$ cat src/hdl/rsh_pkg.sv
// Shared types and constants for the rsh session recognizer.
// Request and result payloads, the classified queue entry and verdict codes.
// No dependencies.
`default_nettype none

package rsh_pkg;

  localparam int MAX_PORT_LEN_DEF = 6;
  localparam int Q_DEPTH = 2;
  localparam int Q_PTR_W = 1;
  localparam int Q_CNT_W = 2;

  localparam logic [1:0] V_INPROC    = 2'd0;
  localparam logic [1:0] V_FOUND     = 2'd1;
  localparam logic [1:0] V_NOTCOMPAT = 2'd2;
  localparam logic [1:0] V_NOMATCH   = 2'd3;

  localparam logic [7:0] BYTE_SOH = 8'h01;
  localparam logic [7:0] BYTE_LF  = 8'h0A;
  localparam logic [7:0] BYTE_CR  = 8'h0D;
  localparam logic [7:0] BYTE_TAB = 8'h09;

  localparam logic [16:0] PORT_MAX = 17'd65535;
  localparam logic [16:0] PORT_SAT = 17'd65536;

  typedef struct packed {
    logic       kind;
    logic       from_responder;
    logic       empty_packet;
    logic [7:0] data_byte;
    logic       first_byte;
    logic       last_byte;
    logic       side_channel_ok;
  } rsh_item_t;

  typedef struct packed {
    logic [1:0]  verdict;
    logic        open_side_channel;
    logic [15:0] side_port;
    logic        clear_continue;
    logic        clear_stderr_mark;
  } rsh_result_t;

  typedef struct packed {
    logic       kind;
    logic       resp;
    logic       empty;
    logic       first;
    logic       last;
    logic       ok;
    logic [3:0] digit;
    logic       is_zero;
    logic       is_digit;
    logic       is_print;
    logic       is_name;
    logic       is_soh;
    logic       is_ctl;
  } cls_item_t;

endpackage

`default_nettype wire

$ cat src/hdl/rsh_front.sv
// Front end: accepts requests and classifies the payload byte.
// Pushes classified entries into the queue; depends on rsh_pkg.
`default_nettype none

module rsh_front import rsh_pkg::*; (
  input  wire        item_valid,
  output logic       item_stall,
  input  rsh_item_t  item,
  input  wire        q_full,
  output logic       q_push,
  output cls_item_t  q_entry
);

  logic [7:0] b;

  assign b          = item.data_byte;
  assign item_stall = q_full;
  assign q_push     = item_valid && !q_full;

  always_comb begin
    q_entry          = '0;
    q_entry.kind     = item.kind;
    q_entry.resp     = item.from_responder;
    q_entry.empty    = item.empty_packet;
    q_entry.first    = item.first_byte;
    q_entry.last     = item.last_byte;
    q_entry.ok       = item.side_channel_ok;
    q_entry.digit    = b[3:0];
    q_entry.is_zero  = (b == 8'h00);
    q_entry.is_digit = (b >= 8'h30) && (b <= 8'h39);
    q_entry.is_print = (b >= 8'h20) && (b <= 8'h7E);
    q_entry.is_name  = (b >= 8'h21) && (b <= 8'h7E);
    q_entry.is_soh   = (b == BYTE_SOH);
    q_entry.is_ctl   = (b == BYTE_LF) || (b == BYTE_CR) || (b == BYTE_TAB);
  end

endmodule

`default_nettype wire

$ cat src/hdl/rsh_queue.sv
// Short queue of classified requests between front end and back end.
// Register array with read and write pointers; depends on rsh_pkg.
`default_nettype none

module rsh_queue import rsh_pkg::*; (
  input  wire        clk,
  input  wire        rst,
  input  wire        push,
  input  cls_item_t  push_data,
  input  wire        pop,
  output cls_item_t  pop_data,
  output logic       full,
  output logic       empty
);

  cls_item_t          slots [Q_DEPTH];
  logic [Q_PTR_W-1:0] wr_ptr;
  logic [Q_PTR_W-1:0] rd_ptr;
  logic [Q_CNT_W-1:0] count;

  assign full     = (count == Q_CNT_W'(Q_DEPTH));
  assign empty    = (count == '0);
  assign pop_data = slots[rd_ptr];

  always_ff @(posedge clk) begin
    if (push) begin
      slots[wr_ptr] <= push_data;
    end
  end

  always_ff @(posedge clk) begin
    if (rst) begin
      wr_ptr <= '0;
      rd_ptr <= '0;
      count  <= '0;
    end else begin
      if (push) begin
        wr_ptr <= (wr_ptr == Q_PTR_W'(Q_DEPTH - 1)) ? '0 : wr_ptr + 1'b1;
      end
      if (pop) begin
        rd_ptr <= (rd_ptr == Q_PTR_W'(Q_DEPTH - 1)) ? '0 : rd_ptr + 1'b1;
      end
      if (push && !pop) begin
        count <= count + 1'b1;
      end else if (pop && !push) begin
        count <= count - 1'b1;
      end
    end
  end

endmodule

`default_nettype wire

$ cat src/hdl/rsh_back.sv
// Back end: main and stderr flow state machines and the result register.
// Pops one classified request per cycle when the result side can take it; depends on rsh_pkg.
`default_nettype none

module rsh_back import rsh_pkg::*; #(
  parameter int MAX_PORT_LEN = MAX_PORT_LEN_DEF
) (
  input  wire          clk,
  input  wire          rst,
  input  wire          q_empty,
  input  cls_item_t    q_data,
  output logic         q_pop,
  output logic         result_valid,
  input  wire          result_stall,
  output rsh_result_t  result
);

  typedef enum logic [6:0] {
    MP_PORT    = 7'b0000001,
    MP_CONNECT = 7'b0000010,
    MP_USER    = 7'b0000100,
    MP_USER2   = 7'b0001000,
    MP_COMMAND = 7'b0010000,
    MP_REPLY   = 7'b0100000,
    MP_BAIL    = 7'b1000000
  } main_phase_t;

  typedef enum logic [5:0] {
    SD_NONE   = 6'b000001,
    SD_SYN    = 6'b000010,
    SD_SYNACK = 6'b000100,
    SD_WAIT   = 6'b001000,
    SD_DONE   = 6'b010000,
    SD_BAIL   = 6'b100000
  } side_phase_t;

  main_phase_t main_phase, main_phase_next;
  side_phase_t side_phase, side_phase_next;
  logic        main_subfield, main_subfield_next;
  logic [16:0] port_value, port_value_next;
  logic [2:0]  bytes_in_packet, bytes_in_packet_next;
  logic [1:0]  pending_verdict, pending_verdict_next;
  logic        packet_decided, packet_decided_next;
  logic        reply_text_ended, reply_text_ended_next;

  rsh_result_t res;
  logic        res_valid;
  logic        dec;
  logic [1:0]  dec_v;
  logic        side_bail;
  logic [16:0] pv_base;
  logic [19:0] pv_prod;
  logic [2:0]  pos;

  assign q_pop   = !q_empty && (!result_valid || !result_stall);
  assign pv_base = q_data.first ? '0 : port_value;
  assign pv_prod = {pv_base, 3'b000} + {2'b00, pv_base, 1'b0} + {16'd0, q_data.digit};
  assign pos     = q_data.first ? '0 : bytes_in_packet;

  always_comb begin
    main_phase_next       = main_phase;
    side_phase_next       = side_phase;
    main_subfield_next    = main_subfield;
    port_value_next       = port_value;
    bytes_in_packet_next  = bytes_in_packet;
    pending_verdict_next  = pending_verdict;
    packet_decided_next   = packet_decided;
    reply_text_ended_next = reply_text_ended;
    res       = '0;
    res_valid = 1'b0;
    dec       = 1'b0;
    dec_v     = V_INPROC;
    side_bail = 1'b0;

    if (q_data.kind) begin
      if (q_data.empty || q_data.last) begin
        res_valid = 1'b1;
        unique case (side_phase)
          SD_NONE: begin
            res.verdict = V_NOMATCH;
          end
          SD_SYN: begin
            side_phase_next = SD_SYNACK;
          end
          SD_SYNACK: begin
            if (main_phase == MP_CONNECT) begin
              main_phase_next = MP_USER;
              side_phase_next = SD_WAIT;
            end else begin
              side_bail = 1'b1;
            end
          end
          SD_WAIT: begin
            side_bail = !q_data.empty;
          end
          SD_DONE: begin
            res.verdict           = V_FOUND;
            res.clear_continue    = 1'b1;
            res.clear_stderr_mark = 1'b1;
          end
          default: begin
            side_bail = 1'b1;
          end
        endcase
        if (side_bail) begin
          main_phase_next       = MP_BAIL;
          side_phase_next       = SD_BAIL;
          res.verdict           = V_NOTCOMPAT;
          res.clear_stderr_mark = 1'b1;
        end
      end
    end else if (q_data.empty) begin
      res_valid = 1'b1;
      if (main_phase == MP_BAIL) begin
        if (side_phase != SD_NONE) begin
          side_phase_next = SD_BAIL;
        end
        res.verdict           = V_NOTCOMPAT;
        res.clear_stderr_mark = 1'b1;
      end
      main_subfield_next    = 1'b0;
      port_value_next       = '0;
      bytes_in_packet_next  = '0;
      pending_verdict_next  = V_INPROC;
      packet_decided_next   = 1'b0;
      reply_text_ended_next = 1'b0;
    end else begin
      if (q_data.first) begin
        main_subfield_next    = 1'b0;
        port_value_next       = '0;
        bytes_in_packet_next  = '0;
        pending_verdict_next  = V_INPROC;
        packet_decided_next   = 1'b0;
        reply_text_ended_next = 1'b0;
      end

      if (!packet_decided_next) begin
        unique case (main_phase) inside
          MP_PORT: begin
            if (q_data.resp) begin
              dec = 1'b1; dec_v = V_NOMATCH;
            end else if (pos >= 3'(MAX_PORT_LEN)) begin
              dec = 1'b1; dec_v = V_NOTCOMPAT;
            end else if (q_data.last) begin
              if (!q_data.is_zero || pv_base > PORT_MAX) begin
                dec = 1'b1; dec_v = V_NOTCOMPAT;
              end else if (pv_base != '0 && q_data.ok) begin
                side_phase_next       = SD_SYN;
                main_phase_next       = MP_CONNECT;
                res.verdict           = V_FOUND;
                res.open_side_channel = 1'b1;
                res.side_port         = pv_base[15:0];
              end else begin
                main_phase_next = MP_USER;
              end
            end else if (!q_data.is_digit) begin
              dec = 1'b1; dec_v = V_NOTCOMPAT;
            end else if (pv_prod > {3'b000, PORT_MAX}) begin
              port_value_next = PORT_SAT;
            end else begin
              port_value_next = pv_prod[16:0];
            end
          end
          MP_CONNECT: begin
            dec = 1'b1; dec_v = V_NOMATCH;
          end
          MP_USER, MP_USER2: begin
            if (q_data.resp) begin
              dec = 1'b1; dec_v = V_NOMATCH;
            end else if (q_data.is_zero) begin
              main_phase_next    = (main_phase == MP_USER) ? MP_USER2 : MP_COMMAND;
              main_subfield_next = 1'b0;
            end else if (!q_data.is_name || q_data.last) begin
              dec = 1'b1; dec_v = V_NOTCOMPAT;
            end
          end
          MP_COMMAND: begin
            if (q_data.resp) begin
              dec = 1'b1; dec_v = V_NOMATCH;
            end else if (q_data.is_zero) begin
              if (q_data.last) begin
                main_phase_next = MP_REPLY;
              end else if (!main_subfield_next) begin
                main_subfield_next = 1'b1;
              end else begin
                dec = 1'b1; dec_v = V_NOTCOMPAT;
              end
            end else if (!q_data.is_print || q_data.last) begin
              dec = 1'b1; dec_v = V_NOTCOMPAT;
            end
          end
          MP_REPLY: begin
            if (!q_data.resp) begin
              dec = 1'b1; dec_v = V_NOMATCH;
            end else if (pos == '0 && !q_data.last && !q_data.is_soh) begin
              dec = 1'b1; dec_v = V_NOMATCH;
            end else if (pos != '0 && !reply_text_ended_next && !q_data.is_zero
                         && !q_data.is_print && !q_data.is_ctl) begin
              dec = 1'b1; dec_v = V_NOMATCH;
            end else begin
              if (pos != '0 && !reply_text_ended_next && q_data.is_zero) begin
                reply_text_ended_next = 1'b1;
              end
              if (q_data.last) begin
                if (side_phase != SD_NONE && side_phase != SD_WAIT) begin
                  dec = 1'b1; dec_v = V_NOMATCH;
                end else begin
                  if (side_phase == SD_WAIT) begin
                    side_phase_next = SD_DONE;
                  end
                  res.verdict        = V_FOUND;
                  res.clear_continue = 1'b1;
                end
              end
            end
          end
          default: begin
            dec = 1'b1; dec_v = V_NOTCOMPAT;
          end
        endcase

        if (dec) begin
          pending_verdict_next = dec_v;
          packet_decided_next  = 1'b1;
          main_phase_next      = MP_BAIL;
          side_phase_next      = (side_phase == SD_NONE) ? SD_NONE : SD_BAIL;
        end
      end

      if (!q_data.last) begin
        if (bytes_in_packet_next != 3'd7) begin
          bytes_in_packet_next = bytes_in_packet_next + 1'b1;
        end
      end else begin
        res_valid = 1'b1;
        if (packet_decided_next) begin
          res                   = '0;
          res.verdict           = pending_verdict_next;
          res.clear_stderr_mark = 1'b1;
        end
        main_subfield_next    = 1'b0;
        port_value_next       = '0;
        bytes_in_packet_next  = '0;
        pending_verdict_next  = V_INPROC;
        packet_decided_next   = 1'b0;
        reply_text_ended_next = 1'b0;
      end
    end
  end

  always_ff @(posedge clk) begin
    if (rst) begin
      main_phase       <= MP_PORT;
      side_phase       <= SD_NONE;
      main_subfield    <= 1'b0;
      port_value       <= '0;
      bytes_in_packet  <= '0;
      pending_verdict  <= V_INPROC;
      packet_decided   <= 1'b0;
      reply_text_ended <= 1'b0;
    end else if (q_pop) begin
      main_phase       <= main_phase_next;
      side_phase       <= side_phase_next;
      main_subfield    <= main_subfield_next;
      port_value       <= port_value_next;
      bytes_in_packet  <= bytes_in_packet_next;
      pending_verdict  <= pending_verdict_next;
      packet_decided   <= packet_decided_next;
      reply_text_ended <= reply_text_ended_next;
    end
  end

  always_ff @(posedge clk) begin
    if (rst) begin
      result_valid <= 1'b0;
    end else if (!result_valid || !result_stall) begin
      result_valid <= q_pop && res_valid;
    end
  end

  always_ff @(posedge clk) begin
    if (q_pop && res_valid) begin
      result <= res;
    end
  end

endmodule

`default_nettype wire

$ cat src/hdl/rsh_session_recognizer.sv
// rsh session recognizer: takes one payload byte (or an empty-packet marker) of
// the main or stderr flow per request and gives one verdict per packet. It
// accepts a request every cycle while the queue is not full; a verdict is
// registered once its request has passed the queue, and bytes that end no
// packet give no result. The rate is set by the back-end state update, which
// retires one queued request per cycle while the result register is free or
// being taken. Top level; depends on rsh_pkg, rsh_front, rsh_queue and rsh_back.
`default_nettype none

module rsh_session_recognizer import rsh_pkg::*; #(
  parameter int MAX_PORT_LEN = MAX_PORT_LEN_DEF
) (
  input  wire          clk,
  input  wire          rst,
  input  wire          item_valid,
  output logic         item_stall,
  input  rsh_item_t    item,
  output logic         result_valid,
  input  wire          result_stall,
  output rsh_result_t  result
);

  cls_item_t q_entry;
  cls_item_t q_data;
  logic      q_push;
  logic      q_pop;
  logic      q_full;
  logic      q_empty;

  rsh_front u_front (
    .item_valid (item_valid),
    .item_stall (item_stall),
    .item       (item),
    .q_full     (q_full),
    .q_push     (q_push),
    .q_entry    (q_entry)
  );

  rsh_queue u_queue (
    .clk       (clk),
    .rst       (rst),
    .push      (q_push),
    .push_data (q_entry),
    .pop       (q_pop),
    .pop_data  (q_data),
    .full      (q_full),
    .empty     (q_empty)
  );

  rsh_back #(
    .MAX_PORT_LEN (MAX_PORT_LEN)
  ) u_back (
    .clk          (clk),
    .rst          (rst),
    .q_empty      (q_empty),
    .q_data       (q_data),
    .q_pop        (q_pop),
    .result_valid (result_valid),
    .result_stall (result_stall),
    .result       (result)
  );

  a_open_found: assert property (@(posedge clk) disable iff (rst)
    result_valid && result.open_side_channel |-> result.verdict == V_FOUND)
    else $error("side channel requested without identified verdict");

  a_port_only_open: assert property (@(posedge clk) disable iff (rst)
    result_valid && !result.open_side_channel |-> result.side_port == 16'd0)
    else $error("side port set without side channel request");

  a_clear_found: assert property (@(posedge clk) disable iff (rst)
    result_valid && result.clear_continue |-> result.verdict == V_FOUND)
    else $error("clear continue without identified verdict");

  a_no_pop_empty: assert property (@(posedge clk) disable iff (rst)
    q_empty |-> !q_pop)
    else $error("queue popped while empty");

endmodule

`default_nettype wire

$ cat config.mk
export PLATFORM = sky130hd
export DESIGN_NAME = rsh_session_recognizer
export DESIGN_NICKNAME = d
export VERILOG_FILES = /design/src/hdl/rsh_pkg.sv /design/src/hdl/rsh_front.sv /design/src/hdl/rsh_queue.sv /design/src/hdl/rsh_back.sv /design/src/hdl/rsh_session_recognizer.sv
export SDC_FILE = /design/constraint.sdc
export NUM_CORES = 1
export LEC_CHECK = 0
export BUFFER_PORTS_ARGS = -buffer_cell sky130_fd_sc_hd__buf_2
export CAP_MARGIN = 20
export CORE_MARGIN = 8
export CORE_UTILIZATION = 35
export CTS_BUF_LIST = sky130_fd_sc_hd__clkbuf_8
export DETAILED_ROUTE_END_ITERATION = 12
export SETUP_SLACK_MARGIN = 0.15
export SLEW_MARGIN = 5
export SYNTH_ARGS = -nofsm -noshare
export SYNTH_HDL_FRONTEND = slang
export SYNTH_HIERARCHICAL = 1
export SYNTH_SLANG_ARGS = --single-unit
$ cat constraint.sdc
create_clock -name clk -period 9.3 [get_ports clk]
set_input_delay 1.86 -clock clk [delete_from_list [all_inputs] [get_ports clk]]
set_output_delay 1.86 -clock clk [all_outputs]
set_load 0.01 [all_outputs]
* Yosys cells after proc, flatten, opt, wreduce, memory -nomap -nowiden
Memory sizes are Yosys's and may differ from the RTL's. A register that Yosys moved wholly into a read port is not among the register bits.
Cells that the tools add are included.
** Storage, ports and cells
- Register bits after elaboration :: 64
- Memory bits (writable) :: 32
- Input bits :: 18
- Output and inout bits :: 23
- Logic and storage cells :: 325
- Memories kept :: 1
** Cells by class
- $add $sub $neg :: 7
- Magnitude comparators :: 8
- Eq/ne operators :: 50
- Mux-type cells :: 189
- Bitwise logic cells :: 1
- Reductions and logical operators :: 52
** Memory list
- u_queue.slots :: words 2, width 16, read ports 1, clocked after memory_dff 1, write ports 1, RTL line rsh_queue.sv:16 : cls_item_t slots [Q_DEPTH];
** Operators with widths (count)
- two-way mux 17 bit :: 10
- two-way mux 6 bit :: 21
- two-way mux 7 bit :: 17
- two-way mux 19 bit :: 6
- two-way mux 2 bit :: 39
- two-way mux 1 bit :: 75
- two-way mux 21 bit :: 2
- != test 5 x 4 -> 1 bit (second input constant) :: 7
- equality test 8 x 4 -> 1 bit (second input constant) :: 3
- >= comparator 8 x 6 -> 1 bit (second input constant) :: 3
- case mux 6 bit (2 select lines) :: 2
- two-way mux 3 bit :: 7
- case mux 7 bit (3 select lines) :: 1
- adder 20 x 18 -> 20 bit :: 1
- adder 20 x 4 -> 20 bit :: 1
- greater-than comparator 20 x 16 -> 1 bit (second input constant) :: 1
- two-way mux 20 bit :: 1
- != test 4 bit (second input constant) :: 5
- AND reduction 19 bit :: 1
- two-way mux 18 bit :: 1
- greater-than comparator 17 x 16 -> 1 bit (second input constant) :: 1
- logical AND 1 bit :: 17
- nonzero test 17 bit :: 1
- AND reduction 16 bit :: 1
- 51 further kinds :: 83

* Logic depth before layout (Yosys ltp)
Gate-level depths: netlist of the first run.
- Word-level depth :: 23
- Depth in mapped cells :: 17
- Depth with buffers taken out :: 13

* By module
Netlist of the first run, hierarchy kept.
** Modules (own cells, without submodules)
- rsh_back :: times used 1, cells an instance 532, area an instance 4463.0 sq um, sequential area each 1411.4 sq um
- rsh_queue :: times used 1, cells an instance 72, area an instance 1361.3 sq um, sequential area each 1061.0 sq um
- rsh_front :: times used 1, cells an instance 30, area an instance 212.7 sq um, sequential area each 0.0 sq um

* Worst setup path after synthesis of the first run
Ideal clock, no wire load.
- Kind :: register -> register
- Start :: register (tool-made name)
- End :: register u_back.port_value[3]
- Library setup time :: 0.076 ns
- Data arrival time :: 3.990 ns
- Data required time :: 9.224 ns
- Path slack :: 5.234 ns
- Cell stages (with the launch flop) :: 17
- Buffers on the path :: 4
- Period minus slack after synthesis :: 4.066 ns
- Cell sequence :: dfxtp_1 -> buf_2 -> mux2_2 -> clkbuf_1 -> clkbuf_1 -> clkbuf_1 -> nor2b_1 -> ha_1 -> ha_1 -> fa_1 -> a211oi_1 -> o211ai_1 -> a31oi_1 -> o21ai_1 -> xor2_1 -> or3b_2 -> o22ai_1
** RTL lines
- end signal: assignment :: RTL line rsh_back.sv:265 : port_value <= port_value_next;
- end: declaration :: RTL line rsh_back.sv:40 : logic [16:0] port_value, port_value_next;

==> results of run 1 <==
## cell type report
class	count	area, µm²
tap	225	282
inverter	14	52.6
clock inverter	7	60.1
fill	1701	10500
multi-input combinational	485	3320
clock buffer	9	124
sequential	97	2470
timing repair buffer	43	220
## path summary, 6_finish.rpt
check / slack (ps) / to / from
hold reg to reg: 480 / u_back/main_subfield$_SDFFE_PP0P_ / u_back/main_subfield$_SDFFE_PP0P_
hold / removal: 480 / u_back/main_subfield$_SDFFE_PP0P_ / u_back/main_subfield$_SDFFE_PP0P_
setup / recovery: 4420 / u_back/port_value[12]$_SDFFE_PP0P_ / flip-flop
setup reg to reg: 4420 / u_back/port_value[12]$_SDFFE_PP0P_ / flip-flop
## metal layers
layer	global-route usage [%]	routed length [µm]	up-vias
li1	-	-	2400
met1	18.0	6960	2329
met2	20.4	6440	164
met3	3.38	975	20
met4	5.05	308	0
met5	0	0	-
## registers in the layout, indices dropped and copies added (netlist names), named ones only
name                     cells
u_back/bytes_in_packet       3
u_back/main_phase            7
u_back/main_subfield         1
u_back/packet_decided        1
u_back/pending_verdict       2
u_back/port_value           17
u_back/reply_text_ended      1
u_back/result               21
u_back/result_valid          1
u_back/side_phase            6
u_queue/count                2
u_queue/rd_ptr               1
u_queue/slots               32
u_queue/wr_ptr               1
## metrics by stage
step	power, mW	util (%)	cell area, µm²
finish	1.50	38.3	6530
global route	1.60	38.3	6530
CTS	1.51	38.2	6520
detailed placement	1.24	37.2	6340
global placement	1.24	37.2	6340
floorplan	1.08	-	6040
## critical path, delay by kind of cell, from the launching register on
kind / cells / cell delay [ps]
xor gates and xnor gates: 2 / 390
adders and majority gates: 2 / 600
muxes: 1 / 620
AOI/OAI and AO/OA: 5 / 1430
and+or+nand+nor: 2 / 960
DFF: 1 / 760
## power breakdown
part,internal (mW),leakage [nW],switching (mW)
logic,0.230,1.55,0.402
clock network,0.102,0.0965,0.157
registers,0.561,0.863,0.0505
## layout by cell type (no fill, tap or decap), types with 17 or more instances in the layout
| cell | count |
|---|---|
| sky130_fd_sc_hd__o21ai_0 | 32 |
| sky130_fd_sc_hd__nand2_1 | 48 |
| sky130_fd_sc_hd__a21oi_1 | 42 |
| sky130_fd_sc_hd__nor2b_1 | 24 |
| sky130_fd_sc_hd__nor2_1 | 44 |
| sky130_fd_sc_hd__buf_2 | 41 |
| sky130_fd_sc_hd__and2_1 | 21 |
| sky130_fd_sc_hd__nand3_1 | 23 |
| sky130_fd_sc_hd__ha_1 | 37 |
| sky130_fd_sc_hd__edfxtp_1 | 53 |
| sky130_fd_sc_hd__dfxtp_1 | 44 |
| sky130_fd_sc_hd__mux2_2 | 17 |
## cell families (layout without fill, tap and decap cells)
| family | after synthesis | in the layout | share of synthesized area, % |
|---|---|---|---|
| and+or+nand+nor | 243 | 243 | 22.0 |
| buffers and inverters | 52 | 73 | 4.23 |
| xor gates and xnor gates | 26 | 26 | 3.77 |
| DFF | 97 | 97 | 41.0 |
| AOI/OAI and AO/OA | 158 | 158 | 17.4 |
| adders and majority gates | 38 | 38 | 8.00 |
| muxes | 20 | 20 | 3.67 |
==> results.txt, run 1 <==
* Result of the run: complete, no violations
- STA classifies the critical path endpoint as a flip-flop.
- Clock tree synthesis selected as its root buffer the cell sky130_fd_sc_hd__clkbuf_8.
- Warning count from the yosys run: 6
- The share of the Yosys chip area taken by registers is slightly above 40%.
- Once detail routing completed, the nets flagged for antenna violations numbered 0.
* Wire length per cell: ~17 µm
- Clock tree from TritonCTS: built
- Wire length of the first global-routing pass: about 24,000 µm
* Worst-Margin Slew: about 1000 ps
* Cell-by-cell trace of the critical path: mux2_2, nor2b_1, xor2_1, ha_1, ha_1, a211oi_1, o211ai_1, a221o_1, a21oi_1, xor2_1, nand4b_1, o31ai_1
- Floorplan row count: 48
* Cell taking the most area after synthesis: sky130_fd_sc_hd__edfxtp_1
- The total area inside the core boundary comes to around 17,000 µm².
* Vertical die dimension: between 100 and 150 µm
* Worst hold path cell count: 2
* Proportion of netlist area held by the largest area contributor: 26.4%
- Number of different library cells in the post-synthesis netlist: 76
- Final #Nets: a little over 700
- Number of search-and-repair iterations in the first detailed-routing pass: 5
- FMAX: roughly 0.21 GHz
- Routed vias/inst: roughly 5.6
* H-tree depth: 3
- Relative to the synthesized area, the layout overhead comes to 8.10%.
* Cell types with the highest counts after synthesis: sky130_fd_sc_hd__edfxtp_1, sky130_fd_sc_hd__nand2_1, sky130_fd_sc_hd__dfxtp_1, sky130_fd_sc_hd__nor2_1, sky130_fd_sc_hd__a21oi_1
* Detailed router's first-iteration violation count: 441
* DRC viols: 0
- The slowest stage of the critical path is the sky130_fd_sc_hd__dfxtp_1 cell.
- Counting the buffers created by CTS gives 9.
- Place WS: 4410 ps
* Post-synth ARST share: 0%
- Die ar.: 21,700 µm²
- In this run the static leakage power is between 2 and 3 nW.
* Detailed-route via count: around 4,900
* Port Buf Inserts: 40
* Initial cell density of the core: a little over a third
- In this run, synthesis inferred 53 flip-flops with an integrated enable.
- Setup Skew: 11.9 ps
- Reg clk slew, reported paths: approximately 100 ps
- Antenna cell count: 0
- CTS Buffer Depth: 2
* Clk_lat worst skew: 380 ps
- Via count of the first global-routing pass: 4,658
* Layout cell share with drive strength beyond 1: between 10 and 15%
* Element type at the critical path start: flip-flop
- Averaged over all synthesized cells, the footprint is about 9.5 µm².
- For this design the ratio of total power to cell area is 230 nW/µm².
* Startpoint-to-endpoint class of the critical path: reg -> reg
* Syn Nets: just under 700
- Cts repair resizes: 0
* Global placement routability congestion: ~0.88
- Synthesized cell area: a little over 6000 µm²
* # Max-Cap Violations: 0
- Post-synthesis sequential element count: 97
* Most common cell in the synthesized netlist: sky130_fd_sc_hd__edfxtp_1
- Count of buffers added by post-CTS timing repair for setup: 0
- Setup violations remaining at the end of the flow were counted as 0.
* Setup tns final: 0 ps
- Post-synthesis instance total: 634
- The most used flip-flop cell after synthesis is sky130_fd_sc_hd__edfxtp_1.
* Final worst slack: between 4000 and 5000 ps
- Total wire length: 14,700 µm
- The worst-case IR drop observed on VDD is 0.0000900 V.
- Initial antenna violation count: 0
- Final count of pins violating max slew: 0
- Entering global routing, the biggest net connects 31 pins.
* Global-route congestion overflow total: 0
- On the worst path, the slowest cell contributes a delay of around 760 ps.
* Num ports: 41
- Number of cells on the worst reg-to-reg path: 12
- Sorting the synthesized cells by area gives the leading types as sky130_fd_sc_hd__edfxtp_1, sky130_fd_sc_hd__dfxtp_1, sky130_fd_sc_hd__ha_1, sky130_fd_sc_hd__a21oi_1, sky130_fd_sc_hd__mux2_2.
- Hold repair after CTS inserted 0 buffers.
- Global Route Usage Sum: between 10% and 20%
- From left edge to right edge, the die measures between 100 and 150 µm.
- Counting tap cells, the placed design contains a total of around 860 instances.
* Number of cells in the finished layout apart from fillers: ~900
- Data on the critical path arrives at its endpoint at 5170 ps.
- Final Cycle Share: a little over half
- The tightest min-delay check is of the reg -> reg type.
* Unrepaired setup endpoints after global routing: false
- Placed wire-length estimate: between 10,000 and 15,000 µm
- The number of failing hold endpoints at the final stage came to 0.
- Hold_ws: slightly below 500 ps
- Final worst path period need: around 4900 ps
* Relative slew margins: between 30% and 40%
* Required time at the worst-slack endpoint: between 9000 and 10,000 ps
* Largest fanout on the critical path: 27
* Total number of clock tree sinks: 97
Note: power is estimated with default switching activity, not from simulation.
==> run 2, diff against run 1 <==
Settings changed: ABC_AREA set to 1.
Clock period 9.3 ns to 4.1 ns, I/O delays scaled along.
==> results.txt, run 2 <==
* Floorplan row count: 51
- Cts bufs inserted: 9
- The routed layout has 6,090 vias.
* Worst reg2reg path endpoint: u_back/port_value[10]$_SDFFE_PP0P_
* CTS root buffer: sky130_fd_sc_hd__clkbuf_8
- Signed area change from the synthesized netlist to the final layout: 8.85%
* Setup tns final: 0 ps
* Detailed router's first-iteration violation count: approximately 500
- The wire-length estimate of the detail-placed layout is between 10,000 and 15,000 µm.
* Hold_ws: 473 ps
- Element type at the critical path start: flip-flop
* Count of filler cells inserted in the layout: between 2,000 and 2,500
- Commonest non-fill, non-tap cells in the layout: sky130_fd_sc_hd__nand2_1, sky130_fd_sc_hd__inv_1, sky130_fd_sc_hd__nor2_1
- Most frequent standard cell in the layout excluding fill and tap cells: sky130_fd_sc_hd__nand2_1
- For this run, the register share of the synthesized area comes to 36.1%.
- In the post-synthesis netlist, the biggest area contributors are sky130_fd_sc_hd__edfxtp_1, sky130_fd_sc_hd__nand2_1, sky130_fd_sc_hd__dfxtp_1, sky130_fd_sc_hd__ha_1, sky130_fd_sc_hd__inv_1.
- Counting flops with an async set or reset pin after synthesis yields a share of 0%.
- Number of cells in the finished layout apart from fillers: 1,230
- Routed vias/inst: approximately 5.0
- Post-synth EDFFs: 53
- On the final layout, the worst clock skew is ~16 ps.
- Main synth FF type: sky130_fd_sc_hd__edfxtp_1
- In the synthesized netlist, the cells that appear most often are sky130_fd_sc_hd__nand2_1, sky130_fd_sc_hd__inv_1, sky130_fd_sc_hd__nor2_1.
- For this design the ratio of total power to cell area is approximately 620 nW/µm².
- At the end of routability-driven placement, the weighted congestion stood at around 0.9.
* Final #Nets: slightly above 1,000
- STA puts the critical path data required time at about 4400 ps.
- 41 I/O pins were placed.
* Final Cycle Share: between 80% and 90%
* Synthesized cell area: 6850 µm²
* Final setup violation count: 0
- Syn Nets: between 900 and 1,000
- In this run the worst path has a maximum fanout of 25.
- Result of the run: complete, no violations
- CTS Buffer Depth: 2
- The share of synthesized area in the top cell type comes to 23.2%.
- Synthesis handed over a netlist of approximately 930 instances.
- The via count of the first global-routing pass was approximately 5,600.
- STA classifies the critical path endpoint as a flip-flop.
- Most common cell in the synthesized netlist: sky130_fd_sc_hd__nand2_1
* Clock tree from TritonCTS: built
- The number of failing hold endpoints at the final stage is 0.
* Cell taking the most area after synthesis: sky130_fd_sc_hd__edfxtp_1
- Total number of clock tree sinks: a little under 100
- Layout cell share with drive strength beyond 1: between 10 and 15%
- For this configuration, the core starts out at a cell density of 35.4%.
- Across every metal layer, demand over resource in global routing totals about 14%.
- The routed design has 17,300 µm of wire.
- The later pin in the worst-skew pair is clocked with a latency of between 300 and 400 ps.
- Unrepaired setup endpoints after global routing: false
- Final worst path period need: around 3600 ps
- Once detail routing completed, the nets flagged for antenna violations numbered 0.
- Dividing the detail-routed wire length by the instance count gives 14.0 µm.
- Buffers placed on the I/O ports in this run total 40.
- The total area inside the core boundary comes to roughly 19,000 µm².
- The netlist uses 50 different library cells.
- The first global-routing pass estimated about 28,000 µm of wire.
- Summed over all cells, the static leakage comes to 3.51 nW.
- Along the worst hold path, the cell count comes to 2.
- Entering global routing, the biggest net connects 28 pins.
* Initial antenna violation count: 0
- Vertical die dimension: 156 µm
- Worst hold path type: reg -> reg
* Global-route congestion overflow total: 0
* Data arrival at the endpoint of the critical path: about 3900 ps
* H-tree depth: 3
- The worst hold path terminates at u_back/packet_decided$_SDFFE_PP0P_.
* Largest registers in the final layout: u_queue/slots (32), u_back/result (21), u_back/port_value (17)
- For the pin with the worst max-slew slack, the measured transition is 677 ps.
- Antenna cell count: 0
* Maximum ir drop on the vdd rail: between 0.0003 and 0.0004 V
* Power, Total: between 4 and 5 mW
* Worst hold path startpoint: u_back/packet_decided$_SDFFE_PP0P_
- Across all register-to-register paths, the minimum setup slack is between 500 and 600 ps.
- Relative slew margins: a little over half
* Synth Area per Inst: 7.37 µm²
* Number of search-and-repair iterations in the first detailed-routing pass: 6
- DRC viols: 0
- Reg clk slew, reported paths: about 110 ps
* Post-synthesis sequential element count: between 90 and 100
* Startpoint-to-endpoint class of the critical path: reg -> reg
- # Max-Cap Violations: 0
- Register with the most flip-flops: u_queue/slots
- For this run, the number of Yosys warnings is 6.
- The worst register-to-register path has a depth of 20.
- The floorplan step defined a die boundary enclosing approximately 24,000 µm².
- Final count of pins violating max slew: 0
- FMAX: between 0.2 and 0.3 GHz
* Max FFs per register: 32
- Number of cells after detailed placement: 1,214
- Measured along the x axis, the die boundary spans roughly 160 µm.
- In this run the post-CTS setup repair buffer count came out at 0.
## run 2: cell count changes in the layout (fill, tap and decap cells not counted), moves of 10 or more
| cell | before | now |
|---|---|---|
| sky130_fd_sc_hd__nor2_2 | 0 | 13 |
| sky130_fd_sc_hd__nand4_1 | 13 | 23 |
| sky130_fd_sc_hd__mux2_4 | 0 | 11 |
| sky130_fd_sc_hd__and2_1 | 21 | 1 |
| sky130_fd_sc_hd__a21oi_1 | 42 | 78 |
| sky130_fd_sc_hd__nor2_1 | 44 | 107 |
| sky130_fd_sc_hd__inv_1 | 14 | 110 |
| sky130_fd_sc_hd__nand2b_1 | 10 | 0 |
| sky130_fd_sc_hd__mux2_2 | 17 | 5 |
| sky130_fd_sc_hd__nor2b_1 | 24 | 0 |
| sky130_fd_sc_hd__nand3_1 | 23 | 47 |
| sky130_fd_sc_hd__nand2_2 | 0 | 10 |
| sky130_fd_sc_hd__nand2_1 | 48 | 243 |
## run 2: kinds of logic after synthesis
logic type / Yosys count / share of synthesized area (%)
fa+ha+maj: 38 / 7.06
xor+xnor: 15 / 1.92
simple gates: 480 / 31.5
mux: 16 / 3.18
buf+inv: 147 / 9.41
flops: 97 / 36.1
compound gates: 136 / 10.8
## run 2: report_power, final
part / internal [mW] / total, mW / switching, mW
clock: 0.227 / 0.583 / 0.356
sequential: 1.30 / 1.40 / 0.108
combinational: 0.836 / 2.67 / 1.84
## run 2: worst max path at each step
stage          cells after the start                                 end  slack [ps]
3_5_place_dp                      20  u_back/port_value[10]$_SDFFE_PP0P_         360
5_1_grt                           20  u_back/port_value[10]$_SDFFE_PP0P_         220
4_1_cts                           20  u_back/port_value[10]$_SDFFE_PP0P_         340
6_report                          20  u_back/port_value[10]$_SDFFE_PP0P_         520
3_3_place_gp                      21  u_back/port_value[10]$_SDFFE_PP0P_         450
2_1_floorplan                     23  u_back/port_value[11]$_SDFFE_PP0P_         640
## run 2: critical path, stage by stage (launching register included)
cell and delay [ps]:
sky130_fd_sc_hd__dfxtp_1 360, sky130_fd_sc_hd__mux2_4 380, sky130_fd_sc_hd__inv_8 160, sky130_fd_sc_hd__nand2_1 90, sky130_fd_sc_hd__inv_1 100, sky130_fd_sc_hd__ha_1 240
sky130_fd_sc_hd__ha_1 250, sky130_fd_sc_hd__fa_1 430, sky130_fd_sc_hd__nand3_1 100, sky130_fd_sc_hd__nand3_1 100, sky130_fd_sc_hd__nand3_1 100, sky130_fd_sc_hd__nand2_2 80
sky130_fd_sc_hd__nand2_1 90, sky130_fd_sc_hd__nand3b_1 80, sky130_fd_sc_hd__nand2_1 150, sky130_fd_sc_hd__nand2_1 110, sky130_fd_sc_hd__nor2_4 160, sky130_fd_sc_hd__nand2_1 130
sky130_fd_sc_hd__o21ai_0 220, sky130_fd_sc_hd__nand2_1 80, sky130_fd_sc_hd__a21oi_1 120
## run 2: cell type report
cell class / count / area, µm² / share of cell area [%]
Clock buffer: 9 / 124 / 1.66
Multi-Input combinational cell: 685 / 3730 / 50.1
Clock inverter: 7 / 56.3 / 0.756
Tap cell: 265 / 332 / 4.45
Timing Repair Buffer: 50 / 275 / 3.69
Sequential cell: 97 / 2470 / 33.2
Inverter: 117 / 457 / 6.13
## run 2: per-stage QoR
step | worst slack (ps) | utilization, % | instance area, µm²
floorplan | 640 | - | 6850
global placement | 455 | 37.6 | 7260
detailed placement | 356 | 37.6 | 7260
CTS | 343 | 38.5 | 7440
global route | 221 | 38.5 | 7450
finish | 516 | 38.5 | 7450
## run 2: per-layer routing
metal / vias up / part of all wire [%] / track usage, %
met4: 0 / 1.3 / 3.23
met1: 2786 / 48 / 19.0
met3: 19 / 6.6 / 3.05
li1: 3100 / - / -
met5: - / 0 / 0
met2: 185 / 45 / 22.9
## run 2: timing repair
action | CTS | global route
gates resized for setup | 0 | 3
setup endpoints to repair | 0 | 11
hold buffers | 0 | 0
==> run 3, diff against run 2 <==
Settings changed: CAP_MARGIN 20 to unset, CORE_MARGIN 8 to 2, MAX_ROUTING_LAYER set to met4.
==> results.txt, run 3 (same netlist as run 2, synthesis figures left out) <==
* Initial cell density of the core: 35.4%
* Worst hold path startpoint: u_back/port_value[14]$_SDFFE_PP0P_
* Global Route Usage Sum: between 10% and 20%
* Peak per-stage delay on the critical path: between 400 and 500 ps
- Reg clk slew, reported paths: about 100 ps
- STA classifies the critical path endpoint as a flip-flop.
* Initial antenna violation count: 0
* Relative slew margins: a little under three fifths
- Leakage: 3.53 nW
- After detailed routing, the number of remaining DRC violations is 0.
* Pin count of the biggest net entering global routing: 28
* Element type at the critical path start: flip-flop
* Worst-Margin Slew: approximately 670 ps
* Clock tree from TritonCTS: built
- Among all stages on the critical path, the largest delay is contributed by sky130_fd_sc_hd__ha_1.
- For this run, the detailed router's first-pass iteration total came to 5.
- Counting I/O delays and the setup requirement, the final critical path takes between 3000 and 4000 ps.
- Final hold analysis gives a worst-case slack of between 400 and 500 ps.
- Result of the run: complete, no violations
* Final worst slack: 462 ps
- Placed wire-length estimate: around 13,000 µm
- Dividing the detail-routed via count by the number of cells gives between 4 and 5.
- Commonest non-fill, non-tap cells in the layout: sky130_fd_sc_hd__nand2_1, sky130_fd_sc_hd__inv_1, sky130_fd_sc_hd__nor2_1
- For this run, the share of the core covered by cells in the final layout is around 39%.
- # Max-Cap Violations: 0
- Timing analysis after detailed placement gives a worst setup slack of between 300 and 400 ps.
- Setup repair after global routing left no endpoint under its margin.
- The worst setup path is of the reg -> reg kind.
* Global placement routability congestion: 0.878
- In this run the count of I/O pins placed on the die edge is 41.
- Most used cell along the critical path: sky130_fd_sc_hd__nand2_1
- Clk_lat worst skew: 390 ps
- The core region is a little under 20,000 µm².
- Total power density per cell area: approximately 630 nW/µm²
* Power, Total: around 4.7 mW
* Die ar.: between 20,000 and 25,000 µm²
- Counting along the longest clock path gives a buffer depth of 2.
- The clock net in this run drives a total of slightly below 100 sinks.
* Vertical die dimension: 144 µm
* Detailed-route via count: around 6,000
* Port Buf Inserts: 40
- Static timing analysis puts the maximum clock frequency at 0.275 GHz.
- The library cell used most frequently in the layout, excluding fill and tap cells, is sky130_fd_sc_hd__nand2_1.
- Final setup violation count: 0
* Worst reg2reg setup slack: between 400 and 500 ps
- The H-tree was split into 3 levels.
- Register with the most flip-flops: u_queue/slots
- In the finished design, the share of the clock period the worst path needs comes to 88.7%.
- The repair_antennas step left the layout with diodes totalling 0.
- Largest fanout on the critical path: 25
* Worst hold path cell count: 2
- Dividing the detail-routed wire length by the instance count gives between 10 and 15 µm.
- Global-route congestion overflow total: 0
- CTS root buffer: sky130_fd_sc_hd__clkbuf_8
- The finished layout holds about 1,200 standard cells, fillers aside.
- Largest registers in the final layout: u_queue/slots (32), u_back/result (21), u_back/port_value (17)
- The path with the worst hold slack has its endpoint at u_back/port_value[14]$_SDFFE_PP0P_.
- The placed instances occupy a cell area of ~7300 µm².
- The number of failing hold endpoints at the final stage came to 0.
* Signed area change from the synthesized netlist to the final layout: 9.41%
- The min-delay analysis places its worst path in the category reg -> reg.
* Data arrival at the endpoint of the critical path: a little under 4000 ps
* Worst reg2reg path endpoint: u_back/port_value[12]$_SDFFE_PP0P_
* Area taken by flip-flops and latches: 2470 µm²
* Area of combinational cells with multiple inputs: 3730 µm²
- Required time at the worst-slack endpoint: 4420 ps
- Chip width: between 100 and 150 µm
- In the final layout, the share of cells above drive strength 1 is 14.1%.
- Counting tap cells, the placed design contains a total of ~1,200 instances.
* Maximum ir drop on the vdd rail: roughly 0.0003 V
- After routing the design area is ~7500 µm².
* Floorplan row count: between 50 and 60
* Setup Skew: between 15 and 20 ps
- Number of cells on the worst reg-to-reg path: 19
- Total wire length: ~17,000 µm
- Wire length of the first global-routing pass: roughly 27,000 µm
* Count of filler cells inserted in the layout: ~2,100
- Final #Nets: 1,016
- Count of hold buffers inserted by post-cts repair: 0
- Cts bufs inserted: 9
- Max FFs per register: 32
* Setup tns final: 0 ps
* DRT antenna net count: 0
- The signal on the critical path passes through mux2_4, inv_8, nand2_2, inv_1, ha_1, ha_1, nand2_1, nor2_1, and2_1, nand3b_1, nand3_1, nand2_1, nand2_1, nand2_1, nor2_4, nand2_2, o21ai_0, nand2_1, a21oi_1.
- Final count of pins violating max slew: 0
- After the first detailed-routing iteration, the DRC count stood at between 400 and 500.
- Via count of the first global-routing pass: about 5,400
==> run 3: power by group <==
group          total [mW]  leakage, nW  switching [mW]  internal (mW)
sequential           1.40        0.865           0.109           1.30
combinational        2.65         2.56            1.81          0.835
clock               0.693        0.110           0.349          0.344
==> run 3: final cells by class <==
class / instances / area share, %
Inverter: 117 / 6.10
Clock buffer: 9 / 1.65
Timing Repair Buffer: 50 / 3.68
Tap cell: 265 / 4.43
Clock inverter: 7 / 1.27
Sequential cell: 97 / 33.0
Multi-Input combinational cell: 685 / 49.9
==> run 3: how the worst max path moves through the flow <==
stage	end	cells after the start	start	slack, ps
finish	u_back/port_value[12]$_SDFFE_PP0P_	19	flip-flop	460
global route	u_back/port_value[1]$_SDFFE_PP0P_	21	flip-flop	170
CTS	u_back/port_value[1]$_SDFFE_PP0P_	19	flip-flop	310
detailed placement	u_back/port_value[12]$_SDFFE_PP0P_	19	flip-flop	350
global placement	u_back/port_value[14]$_SDFFE_PP0P_	19	flip-flop	410
floorplan	u_back/port_value[11]$_SDFFE_PP0P_	23	flip-flop	640
==> run 3: repair_timing <==
item	in CTS	in global routing
setup endpoints to repair	0	16
resized for setup	0	4
hold endpoints to repair	0	0
setup buffers	0	0
==> run 3: critical path, delay by kind of cell, from the launching register on <==
family	cells	cell delay [ps]
compound gates	2	320
fa+ha+maj	2	680
buf+inv	2	360
flops	1	360
mux	1	380
simple gates	12	1480
==> run 3: per-layer routing <==
metal	vias to the layer above	part of all wire (%)	global-route usage [%]	routed length, µm
met4	0	1.0	3.82	168
met3	15	5.4	3.57	915
met5	-	0	-	0
met2	147	44	25.9	7450
met1	2766	49	23.4	8290
li1	3102	-	-	-
